--- config.mk ---
export PLATFORM = sky130hd
export DESIGN_NAME = integer_to_ascii_formatter
export DESIGN_NICKNAME = d
export VERILOG_FILES = /design/src/rtl/iaf_pkg.sv /design/src/rtl/iaf_front.sv /design/src/rtl/iaf_queue.sv /design/src/rtl/iaf_back.sv /design/src/rtl/integer_to_ascii_formatter.sv
export SDC_FILE = /design/constraint.sdc
export NUM_CORES = 1
export LEC_CHECK = 0
export BUFFER_PORTS_ARGS = -buffer_cell sky130_fd_sc_hd__buf_4
export CAP_MARGIN = 20
export CORE_MARGIN = 8
export CORE_UTILIZATION = 40
export DETAILED_ROUTE_END_ITERATION = 6
export PLACE_DENSITY = 0.53
export SYNTH_ARGS = -nofsm -noshare
export SYNTH_HDL_FRONTEND = slang
export SYNTH_SLANG_ARGS = --single-unit
--- constraint.sdc ---
create_clock -name clk -period 9 [get_ports clk]
set_clock_uncertainty 0.05 [all_clocks]
set_input_delay 1.8 -clock clk [delete_from_list [all_inputs] [get_ports clk]]
set_output_delay 1.8 -clock clk [all_outputs]
set_load 0.02 [all_outputs]
--- src/rtl/iaf_pkg.sv ---
// ----------------------------------------------------------------------------
// Integer formatter package
// Shared sizes, request type, character codes and the digit encoder.
// ----------------------------------------------------------------------------
package iaf_pkg;

  localparam int BUFFER_SIZE = 16;
  localparam int CAPACITY    = BUFFER_SIZE - 1;
  localparam int CNT_W       = $clog2(BUFFER_SIZE);
  localparam int IDX_W       = $clog2(CAPACITY);
  localparam int DATA_W      = 32;
  localparam int HEX_DIGITS  = DATA_W / 4;
  localparam int PROD_W      = 2 * DATA_W;
  localparam int RECIP_SHIFT = 35;

  localparam logic [DATA_W-1:0] RECIP_TEN = 32'hCCCC_CCCD;
  localparam logic [DATA_W-1:0] SIGN_BIT  = 32'h8000_0000;

  localparam int QUEUE_DEPTH = 2;
  localparam int QPTR_W      = $clog2(QUEUE_DEPTH);
  localparam int QCNT_W      = $clog2(QUEUE_DEPTH + 1);

  localparam logic [7:0] CH_ZERO   = 8'h30;
  localparam logic [7:0] CH_NINE   = 8'h39;
  localparam logic [7:0] CH_SPACE  = 8'h20;
  localparam logic [7:0] CH_MINUS  = 8'h2d;
  localparam logic [7:0] LOWER_ADJ = 8'd39;
  localparam logic [7:0] UPPER_ADJ = 8'd7;

  typedef struct packed {
    logic [DATA_W-1:0] mag;
    logic              neg;
    logic              hex;
    logic              lower;
    logic              zpad;
    logic [CNT_W-1:0]  width;
  } iaf_req_t;

  function automatic logic [7:0] iaf_digit_char(input logic [3:0] d, input logic lower);
    logic [7:0] ch;
    ch = {4'b0000, d} + CH_ZERO;
    if (ch > CH_NINE) begin
      ch = ch + (lower ? LOWER_ADJ : UPPER_ADJ);
    end
    return ch;
  endfunction

endpackage

--- src/rtl/iaf_front.sv ---
// ----------------------------------------------------------------------------
// Integer formatter front end
// Accepts requests, takes the magnitude of negative signed decimal values and
// saturates the field width before the request is queued.
// ----------------------------------------------------------------------------
module iaf_front import iaf_pkg::*; (
  input  logic              in_valid,
  output logic              in_stall,
  input  logic [DATA_W-1:0] in_value,
  input  logic              in_hex_radix,
  input  logic              in_lower_case,
  input  logic              in_signed_mode,
  input  logic              in_zero_pad,
  input  logic [3:0]        in_field_width,
  input  logic              q_full,
  output logic              q_push,
  output iaf_req_t          q_req
);

  logic             neg;
  logic [CNT_W-1:0] width_ext;

  assign neg       = !in_hex_radix && in_signed_mode && ((in_value & SIGN_BIT) != '0);
  assign width_ext = CNT_W'(in_field_width);

  assign in_stall = q_full;
  assign q_push   = in_valid && !q_full;

  always_comb begin
    q_req.mag   = neg ? (DATA_W'(0) - in_value) : in_value;
    q_req.neg   = neg;
    q_req.hex   = in_hex_radix;
    q_req.lower = in_lower_case;
    q_req.zpad  = in_zero_pad;
    q_req.width = (width_ext > CNT_W'(CAPACITY)) ? CNT_W'(CAPACITY) : width_ext;
  end

endmodule

--- src/rtl/iaf_queue.sv ---
// ----------------------------------------------------------------------------
// Integer formatter request queue
// A short register queue that decouples the front end from the converter.
// ----------------------------------------------------------------------------
module iaf_queue import iaf_pkg::*; (
  input  logic     clk,
  input  logic     rst_n,
  input  logic     push,
  input  iaf_req_t push_req,
  output logic     full,
  input  logic     pop,
  output logic     head_valid,
  output iaf_req_t head_req
);

  iaf_req_t          entry_r [QUEUE_DEPTH];
  logic [QPTR_W-1:0] wr_ptr_r, wr_ptr_nxt;
  logic [QPTR_W-1:0] rd_ptr_r, rd_ptr_nxt;
  logic [QCNT_W-1:0] count_r, count_nxt;

  assign full       = (count_r == QCNT_W'(QUEUE_DEPTH));
  assign head_valid = (count_r != '0);
  assign head_req   = entry_r[rd_ptr_r];

  always_comb begin
    wr_ptr_nxt = wr_ptr_r;
    rd_ptr_nxt = rd_ptr_r;
    count_nxt  = count_r;
    if (push) begin
      wr_ptr_nxt = (wr_ptr_r == QPTR_W'(QUEUE_DEPTH - 1)) ? '0 : wr_ptr_r + QPTR_W'(1);
    end
    if (pop) begin
      rd_ptr_nxt = (rd_ptr_r == QPTR_W'(QUEUE_DEPTH - 1)) ? '0 : rd_ptr_r + QPTR_W'(1);
    end
    if (push && !pop) begin
      count_nxt = count_r + QCNT_W'(1);
    end else if (pop && !push) begin
      count_nxt = count_r - QCNT_W'(1);
    end
  end

  always_ff @(posedge clk) begin
    if (!rst_n) begin
      wr_ptr_r <= '0;
      rd_ptr_r <= '0;
      count_r  <= '0;
    end else begin
      wr_ptr_r <= wr_ptr_nxt;
      rd_ptr_r <= rd_ptr_nxt;
      count_r  <= count_nxt;
    end
  end

  always_ff @(posedge clk) begin
    if (push) begin
      entry_r[wr_ptr_r] <= push_req;
    end
  end

  assert property (@(posedge clk) disable iff (!rst_n) count_r <= QCNT_W'(QUEUE_DEPTH))
    else $error("queue count beyond depth");
  assert property (@(posedge clk) disable iff (!rst_n) pop |-> count_r != '0)
    else $error("pop from empty queue");
  assert property (@(posedge clk) disable iff (!rst_n)
                   (push && !pop) |=> count_r == $past(count_r) + QCNT_W'(1))
    else $error("queue count did not follow a push");

endmodule

--- src/rtl/iaf_back.sv ---
// ----------------------------------------------------------------------------
// Integer formatter converter
// Extracts one digit per cycle, least significant first, with a reciprocal
// multiply for base ten, then sends pad, sign and digits most significant first.
// ----------------------------------------------------------------------------
module iaf_back import iaf_pkg::*; (
  input  logic       clk,
  input  logic       rst_n,
  input  logic       head_valid,
  input  iaf_req_t   head_req,
  output logic       pop,
  output logic       out_valid,
  input  logic       out_stall,
  output logic [7:0] out_char_out,
  output logic       out_last_char
);

  localparam logic [1:0] ST_IDLE = 2'd0;
  localparam logic [1:0] ST_CONV = 2'd1;
  localparam logic [1:0] ST_EMIT = 2'd2;

  logic [1:0]        state_r, state_nxt;
  logic [DATA_W-1:0] val_r;
  logic [PROD_W-1:0] prod_r;
  logic [CNT_W-1:0]  ndig_r, ndig_nxt;
  logic [3:0]        dig_r [CAPACITY];
  logic [IDX_W-1:0]  pos_r, pos_nxt;
  logic              hex_r, lower_r, neg_r, zpad_r, sign_r;
  logic [CNT_W-1:0]  width_r;
  logic              out_valid_r;
  logic [7:0]        out_char_r;
  logic              out_last_r;

  logic [DATA_W-1:0] quo, qnext, mul_a;
  logic [3:0]        q10_lo, rem, digit;
  logic [CNT_W-1:0]  ndig_inc, body, len;
  logic              conv_done, sign_fit, emit_go;
  logic [CNT_W-1:0]  pos_ext;
  logic [7:0]        emit_char;

  assign quo    = DATA_W'(prod_r[PROD_W-1:RECIP_SHIFT]);
  assign q10_lo = {quo[0], 3'b000} + {quo[2:0], 1'b0};
  assign rem    = val_r[3:0] - q10_lo;
  assign digit  = hex_r ? val_r[3:0] : rem;
  assign qnext  = hex_r ? {4'b0000, val_r[DATA_W-1:4]} : quo;
  assign mul_a  = (state_r == ST_IDLE) ? head_req.mag : qnext;

  assign ndig_inc  = ndig_r + CNT_W'(1);
  assign conv_done = (qnext == '0) || (ndig_inc == CNT_W'(CAPACITY));
  assign sign_fit  = neg_r && (ndig_inc < CNT_W'(CAPACITY));
  assign body      = ndig_inc + CNT_W'(sign_fit);
  assign len       = (body > width_r) ? body : width_r;

  assign pos_ext = CNT_W'(pos_r);
  assign emit_go = (state_r == ST_EMIT) && (!out_valid_r || !out_stall);
  assign pop     = (state_r == ST_IDLE) && head_valid;

  always_comb begin
    if (pos_ext < ndig_r) begin
      emit_char = iaf_digit_char(dig_r[pos_r], lower_r);
    end else if (sign_r && pos_ext == ndig_r) begin
      emit_char = CH_MINUS;
    end else begin
      emit_char = zpad_r ? CH_ZERO : CH_SPACE;
    end
  end

  always_comb begin
    state_nxt = state_r;
    ndig_nxt  = ndig_r;
    pos_nxt   = pos_r;
    unique case (state_r)
      ST_IDLE: begin
        if (head_valid) begin
          state_nxt = ST_CONV;
          ndig_nxt  = '0;
        end
      end
      ST_CONV: begin
        ndig_nxt = ndig_inc;
        if (conv_done) begin
          state_nxt = ST_EMIT;
          pos_nxt   = IDX_W'(len - CNT_W'(1));
        end
      end
      ST_EMIT: begin
        if (emit_go) begin
          if (pos_r == '0) begin
            state_nxt = ST_IDLE;
          end else begin
            pos_nxt = pos_r - IDX_W'(1);
          end
        end
      end
      default: begin
        state_nxt = ST_IDLE;
      end
    endcase
  end

  always_ff @(posedge clk) begin
    if (!rst_n) begin
      state_r     <= ST_IDLE;
      ndig_r      <= '0;
      pos_r       <= '0;
      out_valid_r <= 1'b0;
    end else begin
      state_r     <= state_nxt;
      ndig_r      <= ndig_nxt;
      pos_r       <= pos_nxt;
      out_valid_r <= emit_go || (out_valid_r && out_stall);
    end
  end

  always_ff @(posedge clk) begin
    prod_r <= PROD_W'(mul_a) * PROD_W'(RECIP_TEN);
    if (pop) begin
      val_r   <= head_req.mag;
      hex_r   <= head_req.hex;
      lower_r <= head_req.lower;
      neg_r   <= head_req.neg;
      zpad_r  <= head_req.zpad;
      width_r <= head_req.width;
    end
    if (state_r == ST_CONV) begin
      dig_r[ndig_r[IDX_W-1:0]] <= digit;
      val_r                    <= qnext;
      if (conv_done) begin
        sign_r <= sign_fit;
      end
    end
    if (emit_go) begin
      out_char_r <= emit_char;
      out_last_r <= (pos_r == '0);
    end
  end

  assign out_valid     = out_valid_r;
  assign out_char_out  = out_char_r;
  assign out_last_char = out_last_r;

  assert property (@(posedge clk) disable iff (!rst_n)
                   state_r == ST_CONV |-> ndig_r < CNT_W'(CAPACITY))
    else $error("digit count overran the buffer");
  assert property (@(posedge clk) disable iff (!rst_n)
                   (state_r == ST_CONV && hex_r) |-> ndig_r < CNT_W'(HEX_DIGITS))
    else $error("too many hex digits");
  assert property (@(posedge clk) disable iff (!rst_n)
                   (emit_go && pos_r == '0) |=> state_r == ST_IDLE && out_valid_r && out_last_r)
    else $error("final word not marked last");

endmodule

--- src/rtl/integer_to_ascii_formatter.sv ---
// ----------------------------------------------------------------------------
// Integer to ASCII formatter
// Converts a 32-bit value to a padded decimal or hex character field.
// ----------------------------------------------------------------------------
// Each input word is one conversion request: value, radix, hex case, signed
// mode, zero padding and a field width of up to 15 characters. The result
// channel carries one ASCII character per word, most significant first, and
// out_last_char marks the final character of a request.
// Both channels use valid and stall; a word moves when valid is high and
// stall is low. A two-entry request queue sits between the front end and the
// converter, so up to two requests are taken while a conversion runs.
// The converter loads a request, extracts one digit per cycle (one
// reciprocal multiply per decimal digit, up to 10, or up to 8 in hex)
// and then sends up to 15 characters, one per cycle while the receiver
// does not stall. It finishes a request before it takes the next one.
// When the receiver stalls, the output register holds its word and the
// converter waits; the queue keeps accepting until full.
// Reset empties the queue and the output register; no clearing pass is
// needed.
// ----------------------------------------------------------------------------
module integer_to_ascii_formatter import iaf_pkg::*; (
  input  logic              clk,
  input  logic              rst_n,
  input  logic              in_valid,
  output logic              in_stall,
  input  logic [DATA_W-1:0] in_value,
  input  logic              in_hex_radix,
  input  logic              in_lower_case,
  input  logic              in_signed_mode,
  input  logic              in_zero_pad,
  input  logic [3:0]        in_field_width,
  output logic              out_valid,
  input  logic              out_stall,
  output logic [7:0]        out_char_out,
  output logic              out_last_char
);

  iaf_req_t push_req, head_req;
  logic     q_full, q_push, q_pop, head_valid;

  iaf_front u_front (
    .in_valid       (in_valid),
    .in_stall       (in_stall),
    .in_value       (in_value),
    .in_hex_radix   (in_hex_radix),
    .in_lower_case  (in_lower_case),
    .in_signed_mode (in_signed_mode),
    .in_zero_pad    (in_zero_pad),
    .in_field_width (in_field_width),
    .q_full         (q_full),
    .q_push         (q_push),
    .q_req          (push_req)
  );

  iaf_queue u_queue (
    .clk        (clk),
    .rst_n      (rst_n),
    .push       (q_push),
    .push_req   (push_req),
    .full       (q_full),
    .pop        (q_pop),
    .head_valid (head_valid),
    .head_req   (head_req)
  );

  iaf_back u_back (
    .clk           (clk),
    .rst_n         (rst_n),
    .head_valid    (head_valid),
    .head_req      (head_req),
    .pop           (q_pop),
    .out_valid     (out_valid),
    .out_stall     (out_stall),
    .out_char_out  (out_char_out),
    .out_last_char (out_last_char)
  );

endmodule

=== Word level (Yosys, flattened, before mapping) ===
Memories as Yosys holds them, arrays and structs flattened. A register that Yosys moved wholly into a read port is not among the register bits.
Cells that the tools add are included.

* Register bits after elaboration: 129
* Bits in writable memories: 140
* Bits of input ports: 44
* Output and inout bits: 11
* Memories kept: 2

* Add/subtract/negate cells: 13
* $mul: 1
* $lt $le $gt $ge: 5
* Equal/unequal tests: 10
* Mux-type cells: 36
* Reduce and logical (&&, ||, !) cells: 31

{| class="wikitable"
|+ Memories
! name !! depth !! width !! read ports !! clocked after Yosys merged registers in !! write ports !! line !! source
|-
| u_queue.entry_r || 2 || 40 || 1 || 1 || 1 || iaf_queue.sv:16 || <nowiki>iaf_req_t entry_r [QUEUE_DEPTH];</nowiki>
|-
| u_back.dig_r || 15 || 4 || 1 || 1 || 1 || iaf_back.sv:26 || <nowiki>logic [3:0] dig_r [CAPACITY];</nowiki>
|}

{| class="wikitable"
|+ Operators with widths
! kind !! count
|-
| 32-bit 2-to-1 mux || 4
|-
| 32-bit by 32-bit multiplier with 64-bit output, second input constant || 1
|-
| 4-bit 2-to-1 mux || 9
|-
| 32-bit zero test || 1
|-
| 1-bit by 32-bit subtractor with 32-bit output, first input constant || 1
|-
| 29-bit 2-to-1 mux || 1
|-
| 8-bit 2-to-1 mux || 3
|-
| 4-bit case mux with 2 select lines || 2
|-
| 2-bit 2-to-1 mux || 6
|-
| 1-bit logical AND || 10
|-
| 2-bit nonzero test || 5
|-
| 8-bit adder || 1
|-
| 8-bit by 6-bit > comparator with 1-bit output, second input constant || 1
|-
| 1-bit 2-to-1 mux || 8
|-
| 4-bit AND reduction || 2
|-
| 4-bit by 1-bit subtractor with 4-bit output, second input constant || 2
|-
| 4-bit by 6-bit adder with 7-bit output, second input constant || 1
|-
| 1-bit zero test || 6
|-
| 6-bit 2-to-1 mux || 1
|-
| 2-bit by 1-bit inequality test with 1-bit output, second input constant || 3
|-
| 2-bit case mux with 3 select lines || 1
|-
| 5-bit 2-to-1 mux || 1
|-
| 4-bit by 1-bit adder with 4-bit output || 1
|-
| 4-bit by 1-bit adder with 4-bit output, second input constant || 1
|-
| other kinds (18) || 24
|}

=== Depth between registers and ports, before layout ===
Gate-level depths: netlist (run 1).

* Depth in word-level cells: 11
* Depth in mapped cells: 31
* Gate-level depth less buffers: 29

=== Cells and area by module ===
From an unflattened synthesis (run 1), not the netlist that was laid out.

* Cell total of the unflattened synthesis: 2,608
* Area total of the unflattened synthesis: 27,875.5 um2

{| class="wikitable"
|+ By module, submodules not included
! module !! instances !! cells an instance !! area each (um2) !! seq. area each (um2)
|-
| iaf_back || 1 || 2,330 || 23,876.6 || 4,154.0
|-
| iaf_queue || 1 || 146 || 3,094.2 || 2,502.4
|-
| iaf_front || 1 || 132 || 904.6 || 0.0
|}

=== Worst setup path after synthesis (run 1) ===
OpenSTA, ideal clock, no wires.

* Path kind: reg2reg
* Start point: reg with a tool-made name
* End point: reg u_back.prod_r[41]
* Library setup time: 0.127 ns
* Data arrival time: 7.871 ns
* Required time: 8.823 ns
* Setup slack: 0.952 ns
* Stages on the path, launching flop included: 30
* Buffers on the path: 3
* Period minus slack after synthesis: 8.048 ns
* Cell sequence: dfxtp_1 > buf_6 > clkbuf_1 > buf_1 > mux2i_1 > a21oi_1 > ha_1 > ha_1 > fa_1 > inv_1 > fa_1 > inv_1 > fa_1 > inv_1 > fa_1 > inv_1 > fa_1 > inv_1 > fa_1 > inv_1 > ha_1 > nand2_1 > o21ai_0 > a22oi_1 > or4b_2 > o211ai_1 > nand2_1 > a31oi_1 > o21ai_0 > xor2_1

{| class="wikitable"
|+ RTL lines
! what !! line !! source
|-
| end signal: assignment || iaf_back.sv:116 || <nowiki>prod_r <= PROD_W'(mul_a) * PROD_W'(RECIP_TEN);</nowiki>
|-
| end: declaration || iaf_back.sv:24 || <nowiki>logic [PROD_W-1:0] prod_r;</nowiki>
|}

=== Worst setup path after layout (run 1) ===
* Start point: reg u_back.hex_r
* End point: reg u_back.prod_r[61]

* Longest elaborated chain between the ends: 3

{| class="wikitable"
|+ Ends and longest elaborated chain
! what !! line !! source
|-
| start: declaration || iaf_back.sv:28 || <nowiki>logic hex_r, lower_r, neg_r, zpad_r, sign_r;</nowiki>
|-
| start signal: assignment || iaf_back.sv:119 || <nowiki>hex_r <= head_req.hex;</nowiki>
|-
| 29-bit 2-to-1 mux || iaf_back.sv:45 || <nowiki>assign qnext = hex_r ? {4'b0000, val_r[DATA_W-1:4]} : quo;</nowiki>
|-
| 32-bit 2-to-1 mux || iaf_back.sv:46 || <nowiki>assign mul_a = (state_r == ST_IDLE) ? head_req.mag : qnext;</nowiki>
|-
| 32-bit by 32-bit multiplier with 64-bit output || iaf_back.sv:116 ||
|}

No other way between the ends.
A chain may end at the register's enable or synchronous reset.

==> results of run 1 <==
[registers in the layout, indices dropped and copies added, names as in the netlist, named ones only]
| signal | count |
|---|---|
| u_back.out_last_char | 1 |
| u_queue.entry_r | 80 |
| u_back.state_r | 2 |
| u_back.out_char_out | 7 |
| u_back.sign_r | 1 |
| u_queue.rd_ptr_r | 1 |
| u_back.zpad_r | 1 |
| u_back.val_r | 32 |
| u_queue.wr_ptr_r | 1 |
| u_back.ndig_r | 4 |
| u_back.dig_r | 60 |
| u_back.out_valid | 1 |
| u_back.pos_ext | 4 |
| u_back.prod_r | 29 |
| u_queue.count_r | 2 |
| u_back.lower_r | 1 |
| u_back.neg_r | 1 |
| u_back.width_r | 4 |
| u_back.hex_r | 1 |
[layout by cell type, fill, tap and decap left out, drive strengths merged, types with 18 or more instances in the layout]
master,instances
xor2,71
a21oi,150
fa,386
nand3,29
nand4,19
a21o,41
edfxtp,189
nand2,100
mux2,40
mux2i,41
clkbuf,29
nor3,18
xnor2,55
ha,366
o21ai,63
dfxtp,49
inv,570
nor2,133
buf,122
[kinds of logic after synthesis]
kind of cell,Yosys count,synth area share [%]
flip-flops,238,24.2
buffers and inverters,626,8.60
AO/OA/AOI/OAI,336,7.45
AND/OR/NAND/NOR,386,6.71
other,1,0.0136
XOR/XNOR,126,4.01
adder cells (fa/ha/maj),752,44.7
multiplexers,96,4.35
[Yosys cell counts (all sizes together) (4+ instances only)]
cell type / instances
nand4: 19
a221oi: 4
mux2: 40
buf: 14
o31ai: 8
nor4: 16
nor3: 18
and3: 7
a31oi: 12
a21oi: 150
o21a: 6
nand3b: 4
edfxtp: 189
a21o: 41
xnor2: 55
inv: 567
nand3: 29
nor2b: 10
fa: 386
and2: 16
dfxtp: 49
nand2: 100
or4: 5
clkbuf: 45
or3: 4
nor2: 133
nand2b: 14
a211oi: 5
o21bai: 12
o21ai: 63
o41ai: 4
ha: 366
o211ai: 7
xor2: 71
or2: 5
mux4: 15
mux2i: 41
[path summary, 6_finish.rpt]
check                                    endpoint  slack, ns
worst max register to register  u_back.prod_r[61]       0.33
worst max-delay path            u_back.prod_r[61]       0.33
worst min register to register   u_queue.rd_ptr_r       0.46
worst min-delay path             u_queue.rd_ptr_r       0.46
[what timing repair did]
item,4_1_cts,5_1_grt
endpoints found under the setup margin,0,2
gates resized for setup,0,6
hold buffers,0,0
[tightest hold or removal path, delay by kind of cell (launching register included)]
| family | cells | cell delay [ns] |
|---|---|---|
| XOR/XNOR | 1 | 0.08 |
| flip-flops | 1 | 0.33 |
| AND/OR/NAND/NOR | 1 | 0.07 |
[metal layers]
metal  vias to the layer above  wire [um]  track usage, %  part of all wire [%]
met4                         0       2650            5.80                   3.4
met2                       453      37200            34.1                    48
li1                       8549          -               -                     -
met1                      9304      34400            27.4                    44
met5                         -          0               0                     0
met3                        95       3550            2.58                   4.6
[final cells by class]
type / count / area (um^2)
clock buffers: 29 / 608
fillers: 6449 / 38200
flip-flops and latches: 238 / 6660
multi-input cells: 1697 / 18600
repair buffers: 122 / 948
inverters: 567 / 2130
clock inverters: 11 / 97.6
well taps: 882 / 1100
[metrics by stage]
stage | util (%) | cells
floorplan | - | 2561
global placement | 42.9 | 3503
detailed placement | 42.9 | 3505
CTS | 44.0 | 3545
global route | 44.0 | 3546
finish | 44.0 | 3546
==> flow_summary.json, run 1 <==
{
  "status": "finished, final reports clean",
  "holdCritPathClass": "flip-flop to flip-flop",
  "slew_viol_final": 0,
  "slew_headroom_pct": 33.9,
  "gp_congestion": 0.980,
  "crit_cells": 26,
  "route.detailed.drc": 0,
  "vias": 18401,
  "die_h_um": 278,
  "syn2layout_area_growth_pct": 9.30,
  "grt_pass1_wl_um": 121000,
  "worst-path-buf-inv": 5,
  "cpPeakStageDelay_ns": 0.70,
  "whs_path_depth": 2,
  "critPathRequiredTime_ns": 9.39,
  "clock_latency_ns": 0.51,
  "endpoint_kind": "flip-flop",
  "rows": 96,
  "slowest_stage": "a21oi_1",
  "setup_slack_ns": 0.327,
  "whs_ns": 0.462,
  "numClockSinks": 238,
  "ys_warn_count": 0,
  "dp_slack_ns": 0.396,
  "tightest_slew_ns": 0.992,
  "critPathLaunch": "u_back.hex_r",
  "grt_max_degree": 48,
  "synthFlopType": "edfxtp_1",
  "die_w_um": 278,
  "wl_um": 77800,
  "avgSynthCellArea_um2": 10.8,
  "hold_violations": 0,
  "cp.arrival_ns": 9.06,
  "yosys.area.top_type": "fa_1",
  "io-pin-count": 55,
  "synth-seq-cells": 238,
  "dieArea_um2": 77500,
  "synth_area_um2": 27500,
  "antenna_found_initial": 0,
  "yosys-top-cells-area": "fa_1, edfxtp_1, ha_1, inv_1, dfxtp_1",
  "yosysUniqueCellTypes": 69,
  "syn_inst": 2561,
  "start_util_pct": 40.3,
  "ys_async_sr_fraction_pct": 0,
  "drv_cap": 0,
  "first_global_vias": 20224,
  "nNetsFinal": 3444,
  "drtAntennaViolNets": 0,
  "r2r_start": "u_back.hex_r",
  "diodes": 0,
  "cts_tree": "built",
  "clock-root-buffer": "clkbuf_16",
  "dp_hpwl_um": 67900,
  "cts_setup_buffers": 0,
  "reg2reg_depth": 26,
  "netlist.area_leader.share_pct": 28.1,
  "critPathTopFamily": "adder cells",
  "ys_seq_area_share_pct": 24.2,
  "cts.clk_slew.worst_paths_ns": 0.07,
  "final_area_um2": 30100,
  "vias_per_cell": 5.19,
  "dr.pass1.iters": 5,
  "start_kind": "flip-flop",
  "numCtsBuffers": 22,
  "cts_buffer_depth": 3,
  "drt-initial-drc-count": 1181,
  "hp-start": "u_queue.rd_ptr_r",
  "track_usage_pct": 20.3,
  "crit_top_cell": "fa_1",
  "timing.final.crit_share_pct": 96.4,
  "io_buffers": 53,
  "htree_levels": 1,
  "worst-path-max-fanout": 11,
  "worst-setup-path-type": "flip-flop to flip-flop",
  "wire_per_inst_um": 22.0,
  "syn_nets": 3357,
  "dpl_cell_area_um2": 29300,
  "rsz0062_at_grt": "no",
  "fin_setup_tns_ns": 0,
  "setup_viol": 0,
  "grt.overflow.total": 0,
  "drive_gt1_share_pct": 8.86,
  "max_freq_mhz": 115,
  "coreArea_um2": 68300,
  "synth_edf_count": 189,
  "final.min_clock_period_ns": 8.67
}
Power of run 1 is not shown: default switching activity piles up to over one toggle a cycle in this logic, so the estimate is an artifact.
==> run 2: changes to the inputs <==
--- a/config.mk
+++ b/config.mk
@@ -13,4 +13,5 @@
 export PLACE_DENSITY = 0.53
 export SYNTH_ARGS = -nofsm -noshare
 export SYNTH_HDL_FRONTEND = slang
+export SYNTH_HIERARCHICAL = 1
 export SYNTH_SLANG_ARGS = --single-unit
==> flow_summary.json, run 2 <==
{
  "ctsHoldBuffers": 0,
  "track_usage_pct": 20.4,
  "clock-root-buffer": "clkbuf_16",
  "whs_path_depth": 2,
  "multi_input_area_um2": 18600,
  "regMostFlops": "u_queue/entry_r",
  "slew_viol_final": 0,
  "synth_most_common_cell": "inv_1",
  "yosys.area.top_type": "fa_1",
  "vias": 18708,
  "synthXorXnorAreaFrac_pct": 3.80,
  "synthSimpleGateAreaFrac_pct": 6.84,
  "ys_warn_count": 6,
  "whs_ns": 0.450,
  "synthMuxAreaShare_pct": 4.24,
  "fin_util_pct": 44.8,
  "final_cell_mix": "inv_1, fa_1, ha_1, edfxtp_1, buf_4",
  "die_w_um": 280,
  "r2r_slack_ns": 0.35,
  "largest_reg_flops": 80,
  "diodes": 0,
  "route.detailed.drc": 0,
  "dp_hpwl_um": 70000,
  "numClockSinks": 238,
  "rows": 96,
  "synthTopCellsByCount": "inv_1, fa_1, ha_1",
  "setup_slack_ns": 0.346,
  "syn2layout_area_growth_pct": 10.5,
  "gp_congestion": 0.943,
  "io_buffers": 53,
  "synth_top_family_by_area": "adder cells",
  "drtAntennaViolNets": 0,
  "htree_levels": 1,
  "grt_max_degree": 67,
  "max_freq_mhz": 116,
  "dp_slack_ns": 0.103,
  "cts_tree": "built",
  "yosysUniqueCellTypes": 67,
  "first_global_vias": 20007,
  "critPathTopFamily": "adder cells",
  "die_h_um": 280,
  "synth_area_um2": 27900,
  "synth_edf_count": 189,
  "critPathRequiredTime_ns": 9.36,
  "drv_cap": 0,
  "drt-initial-drc-count": 1140,
  "holdCritPathClass": "flip-flop to flip-flop",
  "worst-path-max-fanout": 15,
  "wire_per_inst_um": 21.6,
  "vias_per_cell": 5.08,
  "reg2reg_depth": 31,
  "syn_nets": 3403,
  "hp-start": "u_queue/count_r[1]",
  "avgSynthCellArea_um2": 10.7,
  "io-pin-count": 55,
  "worst-path-buf-inv": 10,
  "antenna_found_initial": 1,
  "dieArea_um2": 78400,
  "netlist.area_leader.share_pct": 27.7,
  "synth-seq-cells": 238,
  "numCtsBuffers": 22,
  "fill_cells": 6555,
  "final_common_cell": "inv_1",
  "drive_gt1_share_pct": 10.4,
  "worst-setup-path-type": "flip-flop to flip-flop",
  "start_kind": "flip-flop",
  "clock_latency_ns": 0.52,
  "r2r-end": "u_back/prod_r[62]",
  "cp.arrival_ns": 9.01,
  "syn_inst": 2608,
  "fin_setup_tns_ns": 0,
  "hold_violations": 0,
  "slew_headroom_pct": 29.2,
  "nNetsFinal": 3530,
  "cts.clk_slew.worst_paths_ns": 0.07,
  "wl_um": 79500,
  "crit_top_cell": "inv_1",
  "setup_viol": 0,
  "slowest_stage": "fa_1",
  "whs_endpoint": "u_queue/count_r[1]",
  "grt_pass1_wl_um": 122000,
  "rsz0062_at_grt": "no",
  "synthFlopType": "edfxtp_1",
  "ys_seq_area_share_pct": 23.9,
  "tightest_slew_ns": 1.06,
  "yosys-top-cells-area": "fa_1, edfxtp_1, ha_1, inv_1, dfxtp_1",
  "coreArea_um2": 68800,
  "cpPeakStageDelay_ns": 0.59,
  "endpoint_kind": "flip-flop",
  "synth_compound_area_share_pct": 7.57,
  "cts_buffer_depth": 3,
  "dr.pass1.iters": 5,
  "final.min_clock_period_ns": 8.65,
  "start_util_pct": 40.5,
  "timing.final.crit_share_pct": 96.2,
  "seqCellArea_um2": 6660,
  "grt.overflow.total": 0,
  "synthAdderAreaFrac_pct": 44.1,
  "status": "finished, final reports clean",
  "ys_async_sr_fraction_pct": 0
}
-- run 2: cell count changes in the layout (fill, tap and decap cells not counted), moves of 18 or more --
cell     previous run  this run
a21oi_1           145        94
buf_4             120       159
inv_1             567       632
o21ai_0            61        79
nor2_1            131        78
and2_1             16        36
-- run 2: cell type report --
type                    instances  area share [%]
inverters                     632            7.70
clock buffers                  29            1.90
repair buffers                161            3.93
clock inverters                10           0.565
multi-input cells            1680            60.5
flip-flops and latches        238            21.6
well taps                     931            3.78
-- run 2: metrics by stage --
| step | std cells | instance area, um^2 |
|---|---|---|
| after global placement | 3636 | 29900 |
| after floorplan | 2608 | 27900 |
| after global routing | 3681 | 30800 |
| final | 3681 | 30800 |
| after detailed placement | 3636 | 29900 |
| after CTS | 3675 | 30700 |
-- run 2: metal layers --
| layer | vias to the layer above | global-route usage [%] | routed length [um] |
|---|---|---|---|
| li1 | 8731 | - | - |
| met1 | 9510 | 28.0 | 35600 |
| met2 | 385 | 34.3 | 38400 |
| met3 | 82 | 2.18 | 3260 |
| met4 | 0 | 5.19 | 2290 |
| met5 | - | 0 | 0 |
-- run 2: worst max-delay path by stage --
| stage | endpoint | slack, ns | start | depth (start not counted) |
|---|---|---|---|---|
| after floorplan | u_back/prod_r[49] | 0.59 | u_back/hex_r | 30 |
| after global placement | u_back/prod_r[62] | 0.22 | u_back/state_r[1] | 26 |
| after detailed placement | u_back/prod_r[60] | 0.10 | u_back/state_r[0] | 30 |
| after CTS | u_back/prod_r[62] | 0.05 | flip-flop | 31 |
| after global routing | u_back/prod_r[61] | 0.03 | flip-flop | 30 |
| final | u_back/prod_r[62] | 0.35 | flip-flop | 31 |
-- run 2: logic make-up after synthesis --
logic type,after synthesis
simple gates,379
xor+xnor,121
buf+inv,690
flops,238
mux,93
other cells,1
fa+ha+maj,751
compound gates,335
-- run 2: repair_timing --
action,CTS,global route
setup buffers,0,5
endpoints found under the setup margin,0,10
resized for setup,0,18
-- run 2: worst min-delay path: stages (launching register included) --
cell	delay [ns]
dfxtp_1	0.33
o21ai_0	0.07
a21boi_1	0.06
Power of run 2 is left out for the same reason.
